File: src/sv/blsw_pkg.sv
// blinds stepper wave drive package: register map, reset values, drive constants
// and the coil and threshold helpers used by the top level
// no dependencies
package blsw_pkg;

  localparam int unsigned MinuteW = 11;
  localparam int unsigned IntervalW = 6;
  localparam int unsigned StepW = 10;
  localparam int unsigned TimerW = 8;
  localparam int unsigned PhaseW = 3;
  localparam int unsigned CoilW = 4;
  localparam int unsigned AddrW = 5;
  localparam int unsigned DataW = 32;

  typedef enum logic [2:0] {
    REG_DAWN          = 3'd0,
    REG_BEFORE_MIDN   = 3'd1,
    REG_AFTER_MIDN    = 3'd2,
    REG_PHASE_IVAL    = 3'd3,
    REG_STEPS_PER_MV  = 3'd4
  } reg_idx_t;

  localparam logic [MinuteW-1:0]   DawnReset        = 11'd360;
  localparam logic [MinuteW-1:0]   BeforeMidnReset  = 11'd1439;
  localparam logic [MinuteW-1:0]   AfterMidnReset   = 11'd0;
  localparam logic [IntervalW-1:0] PhaseIvalReset   = 6'd2;
  localparam logic [StepW-1:0]     StepsPerMvReset  = 10'd512;

  localparam logic [TimerW-1:0] TimerMax   = 8'd255;
  localparam logic [PhaseW-1:0] PhasesAll  = 3'd4;
  localparam logic [PhaseW-1:0] StepEndMul = 3'd5;

  // index into the per-direction state
  localparam logic DirLower = 1'b0;
  localparam logic DirRaise = 1'b1;

  // k * interval, clipped to the timer ceiling
  function automatic logic [TimerW-1:0] threshold(input logic [PhaseW-1:0] k,
                                                  input logic [IntervalW-1:0] ival);
    logic [PhaseW+IntervalW-1:0] prod;
    prod = (PhaseW+IntervalW)'(k) * (PhaseW+IntervalW)'(ival);
    if (prod > (PhaseW+IntervalW)'(TimerMax)) begin
      return TimerMax;
    end
    return prod[TimerW-1:0];
  endfunction

  // lowering walks coil one to four, raising walks four to one
  function automatic logic [CoilW-1:0] coil_for(input logic dir, input logic [1:0] ph);
    if (dir == DirLower) begin
      return 4'b0001 << ph;
    end
    return 4'b1000 >> ph;
  endfunction

endpackage

File: src/sv/blinds_stepper_wave_drive.sv
// blinds stepper wave drive top level: tick input register, position and
// per-direction step state, result register and apb register file
// depends on blsw_pkg
//
// Each accepted request is one millisecond tick and yields exactly one result.
// A tick is held in the input register, where it is evaluated against the
// position, direction timers, phase and step counters, and coil latch; the state
// and the result register update together as it moves on. One request is taken
// per clock cycle as long as the result side keeps up. The user must write the
// registers through the apb port only while no tick is in flight; the block does
// not enforce this. pready is tied high and reads return the register value.
module blinds_stepper_wave_drive
  import blsw_pkg::*;
(
  input  logic               clk,
  input  logic               rst_n,
  input  logic               in_valid,
  output logic               in_ready,
  input  logic               in_automatic_on,
  input  logic [MinuteW-1:0] in_time_of_day,
  input  logic [MinuteW-1:0] in_dusk_minute,
  input  logic               in_raise_switch,
  input  logic               in_lower_switch,
  output logic               out_valid,
  input  logic               out_ready,
  output logic [CoilW-1:0]   out_coil_pattern,
  output logic               out_blinds_lowered,
  output logic               out_move_done,
  input  logic               psel,
  input  logic               penable,
  input  logic               pwrite,
  input  logic [AddrW-1:0]   paddr,
  input  logic [DataW-1:0]   pwdata,
  output logic [DataW-1:0]   prdata,
  output logic               pready
);

  // configuration registers
  logic [MinuteW-1:0]   dawn_r, before_midn_r, after_midn_r;
  logic [IntervalW-1:0] phase_ival_r;
  logic [StepW-1:0]     steps_per_mv_r;

  logic     cfg_wr;
  reg_idx_t cfg_idx;

  assign pready  = 1'b1;
  assign cfg_wr  = psel && penable && pwrite && pready;
  assign cfg_idx = reg_idx_t'(paddr[AddrW-1:2]);

  always_ff @(posedge clk) begin
    if (!rst_n) begin
      dawn_r         <= DawnReset;
      before_midn_r  <= BeforeMidnReset;
      after_midn_r   <= AfterMidnReset;
      phase_ival_r   <= PhaseIvalReset;
      steps_per_mv_r <= StepsPerMvReset;
    end else if (cfg_wr) begin
      unique case (cfg_idx)
        REG_DAWN:         dawn_r         <= pwdata[MinuteW-1:0];
        REG_BEFORE_MIDN:  before_midn_r  <= pwdata[MinuteW-1:0];
        REG_AFTER_MIDN:   after_midn_r   <= pwdata[MinuteW-1:0];
        REG_PHASE_IVAL:   phase_ival_r   <= pwdata[IntervalW-1:0];
        REG_STEPS_PER_MV: steps_per_mv_r <= pwdata[StepW-1:0];
        default: ;
      endcase
    end
  end

  always_comb begin
    prdata = '0;
    unique case (cfg_idx)
      REG_DAWN:         prdata = DataW'(dawn_r);
      REG_BEFORE_MIDN:  prdata = DataW'(before_midn_r);
      REG_AFTER_MIDN:   prdata = DataW'(after_midn_r);
      REG_PHASE_IVAL:   prdata = DataW'(phase_ival_r);
      REG_STEPS_PER_MV: prdata = DataW'(steps_per_mv_r);
      default:          prdata = '0;
    endcase
  end

  // input register and handshake
  logic               s1_valid_r;
  logic               s1_auto_r, s1_raise_sw_r, s1_lower_sw_r;
  logic [MinuteW-1:0] s1_time_r, s1_dusk_r;
  logic               advance;

  assign advance  = !out_valid || out_ready;
  assign in_ready = !s1_valid_r || advance;

  always_ff @(posedge clk) begin
    if (!rst_n) begin
      s1_valid_r <= 1'b0;
    end else if (in_ready) begin
      s1_valid_r <= in_valid;
    end
  end

  always_ff @(posedge clk) begin
    if (in_valid && in_ready) begin
      s1_auto_r     <= in_automatic_on;
      s1_time_r     <= in_time_of_day;
      s1_dusk_r     <= in_dusk_minute;
      s1_raise_sw_r <= in_raise_switch;
      s1_lower_sw_r <= in_lower_switch;
    end
  end

  // drive state
  logic              pos_lowered_r, pos_lowered_nxt;
  logic [TimerW-1:0] timer_r [2];
  logic [TimerW-1:0] timer_nxt [2];
  logic [TimerW-1:0] timer_inc [2];
  logic [PhaseW-1:0] phase_r [2];
  logic [PhaseW-1:0] phase_nxt [2];
  logic [StepW-1:0]  count_r [2];
  logic [StepW-1:0]  count_nxt [2];
  logic [CoilW-1:0]  coil_r, coil_nxt;
  logic              done_nxt;

  logic              night, day;
  logic              drive_en, dir;
  logic [PhaseW-1:0] ph_sel;
  logic              fire;

  assign fire = s1_valid_r && advance;

  always_comb begin
    night = (s1_time_r >= s1_dusk_r && s1_time_r <= before_midn_r) ||
            (s1_time_r >= after_midn_r && s1_time_r <= dawn_r);
    day   = s1_time_r >= dawn_r && s1_time_r <= s1_dusk_r;

    drive_en = 1'b0;
    dir      = DirLower;
    if (s1_auto_r) begin
      if (night && !pos_lowered_r) begin
        drive_en = 1'b1;
        dir      = DirLower;
      end else if (day && pos_lowered_r) begin
        drive_en = 1'b1;
        dir      = DirRaise;
      end
    end else begin
      // raise switch is checked first
      if (s1_raise_sw_r && pos_lowered_r) begin
        drive_en = 1'b1;
        dir      = DirRaise;
      end else if (s1_lower_sw_r && !pos_lowered_r) begin
        drive_en = 1'b1;
        dir      = DirLower;
      end
    end
  end

  always_comb begin
    for (int d = 0; d < 2; d++) begin
      timer_inc[d] = (timer_r[d] == TimerMax) ? timer_r[d] : timer_r[d] + 1'b1;
      timer_nxt[d] = timer_inc[d];
      phase_nxt[d] = phase_r[d];
      count_nxt[d] = count_r[d];
    end
    coil_nxt        = coil_r;
    pos_lowered_nxt = pos_lowered_r;
    done_nxt        = 1'b0;

    // phase counter above four counts as all phases done
    ph_sel = (phase_r[dir] > PhasesAll) ? PhasesAll : phase_r[dir];

    if (drive_en) begin
      if (count_r[dir] >= steps_per_mv_r) begin
        count_nxt[dir]  = '0;
        done_nxt        = 1'b1;
        pos_lowered_nxt = (dir == DirLower);
      end else if (ph_sel < PhasesAll) begin
        if (timer_inc[dir] >= threshold(ph_sel + 1'b1, phase_ival_r)) begin
          coil_nxt       = coil_for(dir, ph_sel[1:0]);
          phase_nxt[dir] = ph_sel + 1'b1;
        end
      end else if (timer_inc[dir] >= threshold(StepEndMul, phase_ival_r)) begin
        timer_nxt[dir] = '0;
        phase_nxt[dir] = '0;
        count_nxt[dir] = count_r[dir] + 1'b1;
      end
    end
  end

  always_ff @(posedge clk) begin
    if (!rst_n) begin
      pos_lowered_r <= 1'b0;
      coil_r        <= '0;
      for (int d = 0; d < 2; d++) begin
        timer_r[d] <= '0;
        phase_r[d] <= '0;
        count_r[d] <= '0;
      end
    end else if (fire) begin
      pos_lowered_r <= pos_lowered_nxt;
      coil_r        <= coil_nxt;
      for (int d = 0; d < 2; d++) begin
        timer_r[d] <= timer_nxt[d];
        phase_r[d] <= phase_nxt[d];
        count_r[d] <= count_nxt[d];
      end
    end
  end

  // result register
  logic             out_valid_r;
  logic [CoilW-1:0] out_coil_r;
  logic             out_lowered_r, out_done_r;

  always_ff @(posedge clk) begin
    if (!rst_n) begin
      out_valid_r <= 1'b0;
    end else if (advance) begin
      out_valid_r <= s1_valid_r;
    end
  end

  always_ff @(posedge clk) begin
    if (fire) begin
      out_coil_r    <= coil_nxt;
      out_lowered_r <= pos_lowered_nxt;
      out_done_r    <= done_nxt;
    end
  end

  assign out_valid          = out_valid_r;
  assign out_coil_pattern   = out_coil_r;
  assign out_blinds_lowered = out_lowered_r;
  assign out_move_done      = out_done_r;

endmodule

File: config.mk
export PLATFORM = sky130hd
export DESIGN_NAME = blinds_stepper_wave_drive
export DESIGN_NICKNAME = d
export VERILOG_FILES = /design/src/sv/blsw_pkg.sv /design/src/sv/blinds_stepper_wave_drive.sv
export SDC_FILE = /design/constraint.sdc
export NUM_CORES = 1
export LEC_CHECK = 0
export BUFFER_PORTS_ARGS = -buffer_cell sky130_fd_sc_hd__buf_2
export CORE_AREA = 2 2 137 139
export CTS_CLUSTER_DIAMETER = 80
export DETAILED_ROUTE_END_ITERATION = 10
export DIE_AREA = 0 0 139 141
export MAX_ROUTING_LAYER = met4
export PLACE_DENSITY = 0.69
export SKIP_LAST_GASP = 1
export SYNTH_ARGS = -nofsm -noshare
export SYNTH_HDL_FRONTEND = slang
export SYNTH_SLANG_ARGS = --single-unit
File: constraint.sdc
create_clock -name clk -period 10.4 [get_ports clk]
set_input_delay 1.56 -clock clk [delete_from_list [all_inputs] [get_ports clk]]
set_output_delay 1.56 -clock clk [all_outputs]
set_load 0.005 [all_outputs]
==> results.md, run 1 <==
- Count leader, synth: nand2_1
- CTS hold repair buffers: 0
- Placed Instances: 1,242
- Crit-path max cell delay: 820 ps
- Crit-path max FO: 45
- Die area: 0.0196 mm2
- GR Util All Layers: 21.5%
- CP bufs+invs: 3
- I/O Pins: 110
- Avg Vias per Cell: 5.46
- Dpl cell area: 0.00933 mm2
- Max Freq: 128 MHz
- Worst path required time: 10,440 ps
- Sequential power share: 41.4%
- Initial antenna violation count: 0
- Global-route wire length before repair: 33,100 um
- Clock Path Buffers: 2
- Drt initial violations: 456
- Synth-to-Final Area Change: 12.3%
- Fin crit share: 75.1%
- Max Slew Vio Count: 0
- Nets: 1,195
- Switching Power: 0.000344 W
- Min-delay worst type: flip-flop to flip-flop
- IR drop worst, VDD: 128 uV
- Clock skew: 7.21 ps
- Synth top area share: 24.7%
- Worst slew margin: 21.1%
- Most used cell, CP: ha_1
- Max_cap viols: 0
- Setup violations, final: 0
- TritonRoute pass-1 iters: 7
- Top cells by count, synth: nand2_1, ha_1, edfxtp_1
- Clock power frac: 46.8%
- Critical path endpoint category: flip-flop
- Remaining DRCs: 0
- Ys flop type: edfxtp_1
- Setup TNS: 0 ps
- Tightest Pin Transition: 1180 ps
- Synthesized instance count: 974
- Antenna Cells: 0
- Crit path time final: 7810 ps
- CTS H-tree depth: 4
- Top cells by area, synth: edfxtp_1, ha_1, dfxtp_1
- Largest net degree at the start of global routing: 62
- Share of cells above drive strength 1: 11.3%
- CTS root buf: clkbuf_16
- Cell Area, Synth: 0.00888 mm2
- CTS tree: done
- Dominant cell type by area after synthesis: edfxtp_1
- Cell area after layout: 0.00997 mm2
- Die Width: 139 um
- PortBufs: 64
- Via count: 6,957
- Synthesis Warnings: 0
- Worst-skew pair later-pin latency: 420 ps
- Async SR Flop Fraction: 0%
- Power density over the cells: 140 mW/mm2
- Seq/Total Area, Yosys: 37.3%
- Leakage: 4.19 nW
- Final wirelength: 19,900 um
- Post-synth EDFFs: 73
- FP Rows: 50
- Number of CTS-inserted buffers: 17
- Gr ovfl total: 0
- Die height: 141 um
- Setup CP Type: flip-flop to flip-flop
- Postcts setup bufs: 0
- Post-synthesis average cell area: 9.11 um2
- Initial core utilization: 48.6%
- CTS sink count: 129
- Critical path's top delay family: compound AO/OA/AOI/OAI gates
- Core Region: 0.0183 mm2
- Final Hold Viols: 0
- Outcome: complete, no violations
- Comb pwr share: 11.8%
- Number of global-route vias before repair: 6,689
- Critical Path AT: 7850 ps
- Routed wire per std cell: 15.7 um
- Switching part of the total: 24.6%
- Startpoint types: flip-flop
- Routed Antenna Nets: 0
- RD Place Congestion: 0.881
- DP HPWL: 14,800 um
- PostCTS Resize Cnt: 0
- Clock-pin slew on the worst setup and hold paths: 60 ps
- Post-Place Setup Slack: 2540 ps
- Pint: 0.00105 W
- Cell Count, Final, Fillers Out: 1,274
- #FFs+latches synth: 129
- Final worst slack: 2590 ps
- RSZ-0062 raised after global routing: false
- Crit-path slowest cell: o31ai_1
- Yosys cell types: 61
[final cells by class]
class / instances / area (um2)
tap: 234 / 293
inverter: 71 / 267
multi-input combinational: 735 / 5060
clock inverter: 13 / 209
clock buffer: 19 / 433
timing repair buffer: 73 / 388
sequential: 129 / 3310
fill: 1670 / 8300
[cell usage in the layout, fill, tap and decap left out, drive strengths merged, types with 6 or more instances in the layout]
cell,synthesis,layout
nor3,17,17
o21ai,40,40
xnor2,7,7
ha,93,93
nor2b,38,38
clkinv,0,6
edfxtp,73,73
inv,71,72
and2,10,10
clkbuf,27,19
a21boi,10,10
dfxtp,56,56
mux2i,53,53
nand3,16,16
xor2,8,8
nand4,14,14
nand3b,14,14
nor2,61,61
o21a,8,8
o22ai,7,7
conb,2,22
buf,32,73
mux2,6,6
nand2,128,128
and3,14,14
a211oi,7,7
a21oi,65,65
a21o,13,13
nand2b,13,13
fa,6,6
o211ai,16,16
[kinds of logic after synthesis]
| family | share of synthesized area, % |
|---|---|
| XOR/XNOR | 1.48 |
| AND/OR/NAND/NOR | 18.9 |
| buffers and inverters | 6.60 |
| other | 0.0846 |
| flip-flops | 37.3 |
| multiplexers | 6.91 |
| adder cells (fa/ha/maj) | 14.5 |
| AO/OA/AOI/OAI | 14.2 |
[registers in the layout, indices dropped and copies added (netlist names), 10 cells and up]
signal and flops:
steps_per_mv_r 10, count_r 20, s1_time_r 11, after_midn_r 11
before_midn_r 11, dawn_r 11, s1_dusk_r 11, timer_r 16
[routing by layer]
layer / global-route usage (%) / up-vias / wire, um
met5: - / - / 0
met4: 6.22 / 0 / 386
met3: 3.70 / 25 / 751
met2: 35.9 / 168 / 9700
met1: 27.0 / 3247 / 9110
li1: - / 3517 / -
[metrics by stage]
step                total power [W]  util (%)  hold WS [ps]
floorplan                  0.000707         -           456
global placement           0.000750      51.0           470
detailed placement         0.000754      51.0           483
CTS                         0.00141      54.6           491
global route                0.00145      54.6           509
finish                      0.00140      54.6           493
[worst paths after layout]
check | to | slack [ps] | depth (start not counted) | startpoint
worst max-delay path | phase_r[0][0] | 2590 | 31 | s1_time_r[8]
worst min-delay path | dawn_r[1] | 490 | 2 | dawn_r[1]
worst max register to register | phase_r[0][0] | 2590 | 31 | s1_time_r[8]
worst min register to register | dawn_r[1] | 490 | 2 | dawn_r[1]
[power groups by stage]
stage	combinational, W	clock (W)	sequential (W)
floorplan	0.000123	0	0.000585
detailed placement	0.000164	0	0.000590
global placement	0.000161	0	0.000589
global route	0.000186	0.000683	0.000582
CTS	0.000166	0.000661	0.000579
finish	0.000165	0.000654	0.000579
[tightest hold or removal path: stages (launching register included)]
cell,delay [ps]
dfxtp_1,320
nand2_1,60
a21boi_0,60
Note: power is estimated with default switching activity, not from simulation.
==> run 2, diff against run 1 <==
- clock period: 10.4 -> 8.1 ns (I/O delays scaled with it)
==> results.md, run 2 (synthesized netlist as in run 1, its figures left out) <==
- Outcome: complete, no violations
- Leakage: 4.17 nW (-0.43%)
- Initial antenna violation count: 0 (unchanged)
- Cell Count, Final, Fillers Out: 1,278 (+0.31%)
- Final Hold Viols: 0 (unchanged)
- Routed wire per std cell: 16.0 um (+2.0%)
- TritonRoute pass-1 iters: 7 (unchanged)
- Number of CTS-inserted buffers: 17 (unchanged)
- Reg-to-Reg End: out_coil_pattern[1]
- Clock skew: 7.81 ps (+0.602 ps)
- Largest net degree at the start of global routing: 62 (unchanged)
- Setup TNS: 0 ps (unchanged)
- Drt initial violations: 615 (+35%)
- Max Slew Vio Count: 0 (unchanged)
- Crit-path max cell delay: 550 ps (-270 ps)
- Placed Instances: 1,246 (+0.32%)
- Nets: 1,199 (+0.33%)
- Initial core utilization: 48.6% (unchanged)
- Fin crit share: 91.2% (+16 points)
- Worst slew margin: 18.8% (-2.3 points)
- Most flops, register: count_r
- Avg Vias per Cell: 5.47 (+0.23%)
- Min-delay worst type: flip-flop to flip-flop
- Met2 Wirelength: 9980 um (+2.9%)
- Crit-path max FO: 9 (-80%)
- Worst-skew pair later-pin latency: 420 ps (about the same)
- Setup violations, final: 0 (unchanged)
- Most frequent cells in the layout: nand2_1, ha_1, edfxtp_1
- Clock-pin slew on the worst setup and hold paths: 60 ps (about the same)
- CTS sink count: 129 (unchanged)
- Antenna Cells: 0 (unchanged)
- Power density over the cells: 172 mW/mm2 (+23%)
- Number of global-route vias before repair: 6,787 (+1.5%)
- Hold path startpoint: dawn_r[0]
- GR Util All Layers: 22.0% (+0.53 points)
- Biggest regs: count_r: 20 flops, timer_r: 16 flops
- Global-route wire length before repair: 33,500 um (+1.2%)
- IR drop worst, VDD: 161 uV (+26%)
- Routed Antenna Nets: 0 (unchanged)
- Synth-to-Final Area Change: 11.9%
- Worst path required time: 8270 ps (-2170 ps)
- Max FFs per register: 20 (unchanged)
- Reg-to-reg critical path startpoint: s1_time_r[10]
- CTS tree: done
- Setup CP Type: flip-flop to flip-flop
- Commonest non-fill, non-tap cell in the layout: nand2_1
- RSZ-0062 raised after global routing: false
- FP Rows: 50 (unchanged)
- FF-to-FF path depth: 31 (unchanged)
- CTS H-tree depth: 4 (unchanged)
- Worst Hold Path Cells: 2 (unchanged)
- FILL cells: 1,643 (-1.6%)
- R2r setup slk: 720 ps (-1870 ps)
- RD Place Congestion: 0.854 (-3.1%)
- Die area: 0.0196 mm2 (unchanged)
- Die Width: 139 um (unchanged)
- Critical path endpoint category: flip-flop
- Remaining DRCs: 0 (unchanged)
- Die height: 141 um (unchanged)
- Met3 WL: 933 um (+24%)
- Crit path time final: 7380 ps (-430 ps)
- PortBufs: 64 (unchanged)
- Via count: 6,995 (+0.55%)
- Final wirelength: 20,400 um (+2.3%)
- Max_cap viols: 0 (unchanged)
- Startpoint types: flip-flop
- Tightest Pin Transition: 1210 ps (+35.1 ps)
- Crit-path slowest cell: fa_1
- DP HPWL: 15,200 um (+2.9%)
- CTS hold repair buffers: 0 (unchanged)
- DRT met1 WL: 9160 um (+0.56%)
- Critical Path AT: 7550 ps (-300 ps)
- CTS root buf: clkbuf_16
- Gr ovfl total: 0 (unchanged)
- I/O Pins: 110 (unchanged)
- Core Region: 0.0183 mm2 (unchanged)
- Top Layer Used: met4
- Share of cells above drive strength 1: 12.0% (+0.72 points)
- Clock Path Buffers: 2 (unchanged)
- Worst Hold End: dawn_r[0]
- Max Freq: 135 MHz (+5.8%)
## run 2: cell types whose count changed in the layout (fill, tap and decap cells not counted), sizes merged
| cell | before | now |
|---|---|---|
| clkinv | 6 | 5 |
| bufinv | 5 | 2 |
| clkinvlp | 1 | 6 |
| clkbuf | 19 | 18 |
| buf | 73 | 77 |
## run 2: worst max-delay path: cells and delay by family (launching register included)
kind                       cells  cell delay, ps
AOI/OAI and AO/OA             12            2410
adders and majority gates      6            2090
and+or+nand+nor                9            1300
DFF                            1             500
xor gates and xnor gates       1             370
muxes                          1             300
buffers and inverters          2             140
## run 2: report_power, final
group / total [W] / internal, W / switching (W)
registers: 0.000744 / 0.000722 / 0.0000222
clock network: 0.000749 / 0.000450 / 0.000298
logic: 0.000216 / 0.0000875 / 0.000128
total: 0.00171 / 0.00126 / 0.000449
## run 2: per-stage QoR
stage	util (%)	worst slack (ps)	hold WS, ps	cell area, um2	power (W)
final	54.4	716	487	9930	0.00171
after detailed placement	51.2	490	480	9360	0.000971
after floorplan	-	1230	456	8950	0.000908
after global routing	54.4	23.8	512	9930	0.00177
after global placement	51.2	606	473	9360	0.000965
after CTS	54.3	449	489	9930	0.00172
## run 2: area by class of cell
type                            instances  area, um2  area share, %
Clock buffer                           18        429           4.32
Sequential cell                       129       3310           33.4
Clock inverter                         14        141           1.42
Multi-Input combinational cell        735       5070           51.1
Timing Repair Buffer                   77        418           4.21
Tap cell                              234        293           2.95
Inverter                               71        267           2.68
## run 2: worst max path at each step
stage / startpoint / to / slack, ps / depth (start not counted)
2_1_floorplan: s1_time_r[10] / out_coil_pattern[0] / 1230 / 33
4_1_cts: s1_time_r[10] / out_coil_pattern[1] / 450 / 31
6_report: s1_time_r[10] / out_coil_pattern[1] / 720 / 31
3_3_place_gp: s1_time_r[9] / out_coil_pattern[1] / 610 / 31
3_5_place_dp: s1_time_r[10] / out_coil_pattern[1] / 490 / 31
5_1_grt: s1_time_r[10] / phase_r[0][0] / 20 / 31
## run 2: per-layer routing
metal  global-route usage, %  vias to the layer above
li1                        -                     3528
met1                    27.5                     3251
met2                    36.9                      192
met3                    3.46                       24
met4                    7.23                        0
met5                       -                        -
## run 2: timing repair
action | in CTS | in global routing
endpoints found under the hold margin | 0 | 0
buffers inserted | 0 | 0
gates resized for setup | 0 | 2
setup endpoints to repair | 0 | 10
==> run 3, diff against run 2 <==
- MAX_ROUTING_LAYER: met4 -> unset
- SETUP_SLACK_MARGIN: unset -> 0.5
- clock period: 8.1 -> 9.4 ns (I/O delays scaled with it)
==> results.md, run 3 (synthesized netlist as in run 1, its figures left out) <==
- Outcome: complete, no violations
- Final Hold Viols: 0 (unchanged)
- Worst path required time: 9580 ps (+1310 ps)
- Max Slew Vio Count: 0 (unchanged)
- Share of cells above drive strength 1: 11.8% (-0.18 points)
- Pint: 0.00106 W (-16%)
- Via count: 6,989 (-0.086%)
- Crit-path max FO: 19 (+10)
- Most flops, register: count_r
- Initial core utilization: 48.6% (unchanged)
- Synth-to-Final Area Change: 11.6%
- Comb pwr share: 12.7% (about the same)
- Max_cap viols: 0 (unchanged)
- Clock skew: 6.98 ps (-0.829 ps)
- GR Util All Layers: 20.9% (-1.2 points)
- Die area: 0.0196 mm2 (unchanged)
- Routed wire per std cell: 15.5 um (-2.6%)
- Switching Power: 0.000386 W (-14%)
- Antenna Cells: 0 (unchanged)
- Crit-path slowest cell: xnor2_1
- Biggest regs: count_r: 20 flops, timer_r: 16 flops
- Setup TNS: 0 ps (unchanged)
- Crit path time final: 7780 ps (+399 ps)
- Crit-path max cell delay: 580 ps (+30 ps)
- CTS H-tree depth: 4 (unchanged)
- Clock power frac: 43.1% (-0.7 points)
- Critical path endpoint category: flip-flop
- Fin crit share: 82.8% (-8.4 points)
- Final core occ: 54.2% (-0.14 points)
- Most used cell, CP: ha_1
- Sequential power share: 44.2% (+0.6 points)
- CTS root buf: clkbuf_16
- Drt initial violations: 460 (-25%)
- Core Region: 0.0183 mm2 (unchanged)
- Number of global-route vias before repair: 6,660 (-1.9%)
- Initial antenna violation count: 0 (unchanged)
- Min-delay worst type: flip-flop to flip-flop
- Die height: 141 um (unchanged)
- Setup violations, final: 0 (unchanged)
- Avg Vias per Cell: 5.47 (about the same)
- Leakage: 4.18 nW (about the same)
- Remaining DRCs: 0 (unchanged)
- Largest net degree at the start of global routing: 62 (unchanged)
- CTS hold repair buffers: 0 (unchanged)
- Switching part of the total: 26.6% (+0.33 points)
- Clock Path Buffers: 2 (unchanged)
- CTS sink count: 129 (unchanged)
- Setup CP Type: flip-flop to flip-flop
- Worst slew margin: 20.3% (+1.6 points)
- Gr ovfl total: 0 (unchanged)
- IR drop worst, VDD: 124 uV (-23%)
- Worst-skew pair later-pin latency: 430 ps (about the same)
- Worst hold slack: 498 ps (+10.8 ps)
- DP HPWL: 14,800 um (-3.0%)
- FP Rows: 50 (unchanged)
- Power density over the cells: 146 mW/mm2 (-15%)
- Tightest Pin Transition: 1190 ps (-23.2 ps)
- Final wirelength: 19,900 um (-2.7%)
- Routed Antenna Nets: 0 (unchanged)
- Number of CTS-inserted buffers: 17 (unchanged)
- Postcts setup bufs: 0 (unchanged)
- TritonRoute pass-1 iters: 7 (unchanged)
- Nets: 1,198 (-0.083%)
- Max Freq: 128 MHz (-5.1%)
- PostCTS Resize Cnt: 0 (unchanged)
- I/O Pins: 110 (unchanged)
- Critical Path AT: 7970 ps (+420 ps)
- R2r setup slk: 1620 ps (+900 ps)
- Die Width: 139 um (unchanged)
- Clock-pin slew on the worst setup and hold paths: 60 ps (about the same)
- Commonest non-fill, non-tap cell in the layout: nand2_1
- CTS tree: done
- Global-route wire length before repair: 32,800 um (-2.2%)
- PortBufs: 64 (unchanged)
- RSZ-0062 raised after global routing: false
- RD Place Congestion: 0.849 (-0.55%)
- Max FFs per register: 20 (unchanged)
- Most frequent cells in the layout: nand2_1, ha_1, edfxtp_1
- Startpoint types: flip-flop
-- run 3: changes by cell type in the layout (fill, tap and decap cells not counted), sizes merged --
cell / change
buf: -1
bufinv: -2
clkbuf: +2
clkinv: +3
clkinvlp: -4
inv: +1
-- run 3: critical path, delay by kind of cell, from the launching register on --
kind / cells / cell delay, ps
AOI/OAI and AO/OA: 12 / 2320
adders and majority gates: 6 / 2070
and+or+nand+nor: 9 / 1400
xor gates and xnor gates: 1 / 580
DFF: 1 / 460
buffers and inverters: 3 / 390
muxes: 1 / 310
-- run 3: power groups by stage --
stage	logic, W	registers [W]	clock network, W
after floorplan	0.000136	0.000647	0
after global placement	0.000179	0.000652	0
after detailed placement	0.000182	0.000653	0
after CTS	0.000184	0.000641	0.000632
after global routing	0.000208	0.000645	0.000656
final	0.000184	0.000641	0.000625
-- run 3: stage by stage --
step | area (um2) | power (W) | std cells | setup WS, ps
after floorplan | 8950 | 0.000783 | 994 | 2530
after global placement | 9350 | 0.000831 | 1245 | 1750
after detailed placement | 9350 | 0.000835 | 1245 | 1660
after CTS | 9910 | 0.00146 | 1277 | 1620
after global routing | 9910 | 0.00151 | 1277 | 1020
final | 9910 | 0.00145 | 1277 | 1620
-- run 3: cell type report --
class,count,area (um2)
Fill cell,1634,8360
Multi-Input combinational cell,735,5060
Sequential cell,129,3310
Clock buffer,20,479
Timing Repair Buffer,76,410
Tap cell,234,293
Inverter,71,267
Clock inverter,12,81.3
-- run 3: path summary, 6_finish.rpt --
check	from	cells after the start	endpoint
max	s1_time_r[2]	32	out_coil_pattern[3]
min	dawn_r[7]	2	dawn_r[7]
max reg2reg	s1_time_r[2]	32	out_coil_pattern[3]
min reg2reg	dawn_r[7]	2	dawn_r[7]
-- run 3: per-layer routing --
metal / part of all wire (%) / GRT usage, % / routed length (um) / vias up
met5: 0 / 0 / 0 / -
met4: 3.5 / 9.68 / 690 / 0
met3: 4.7 / 3.70 / 941 / 40
met2: 46 / 34.5 / 9210 / 183
met1: 45 / 26.8 / 9020 / 3254
li1: - / - / - / 3512
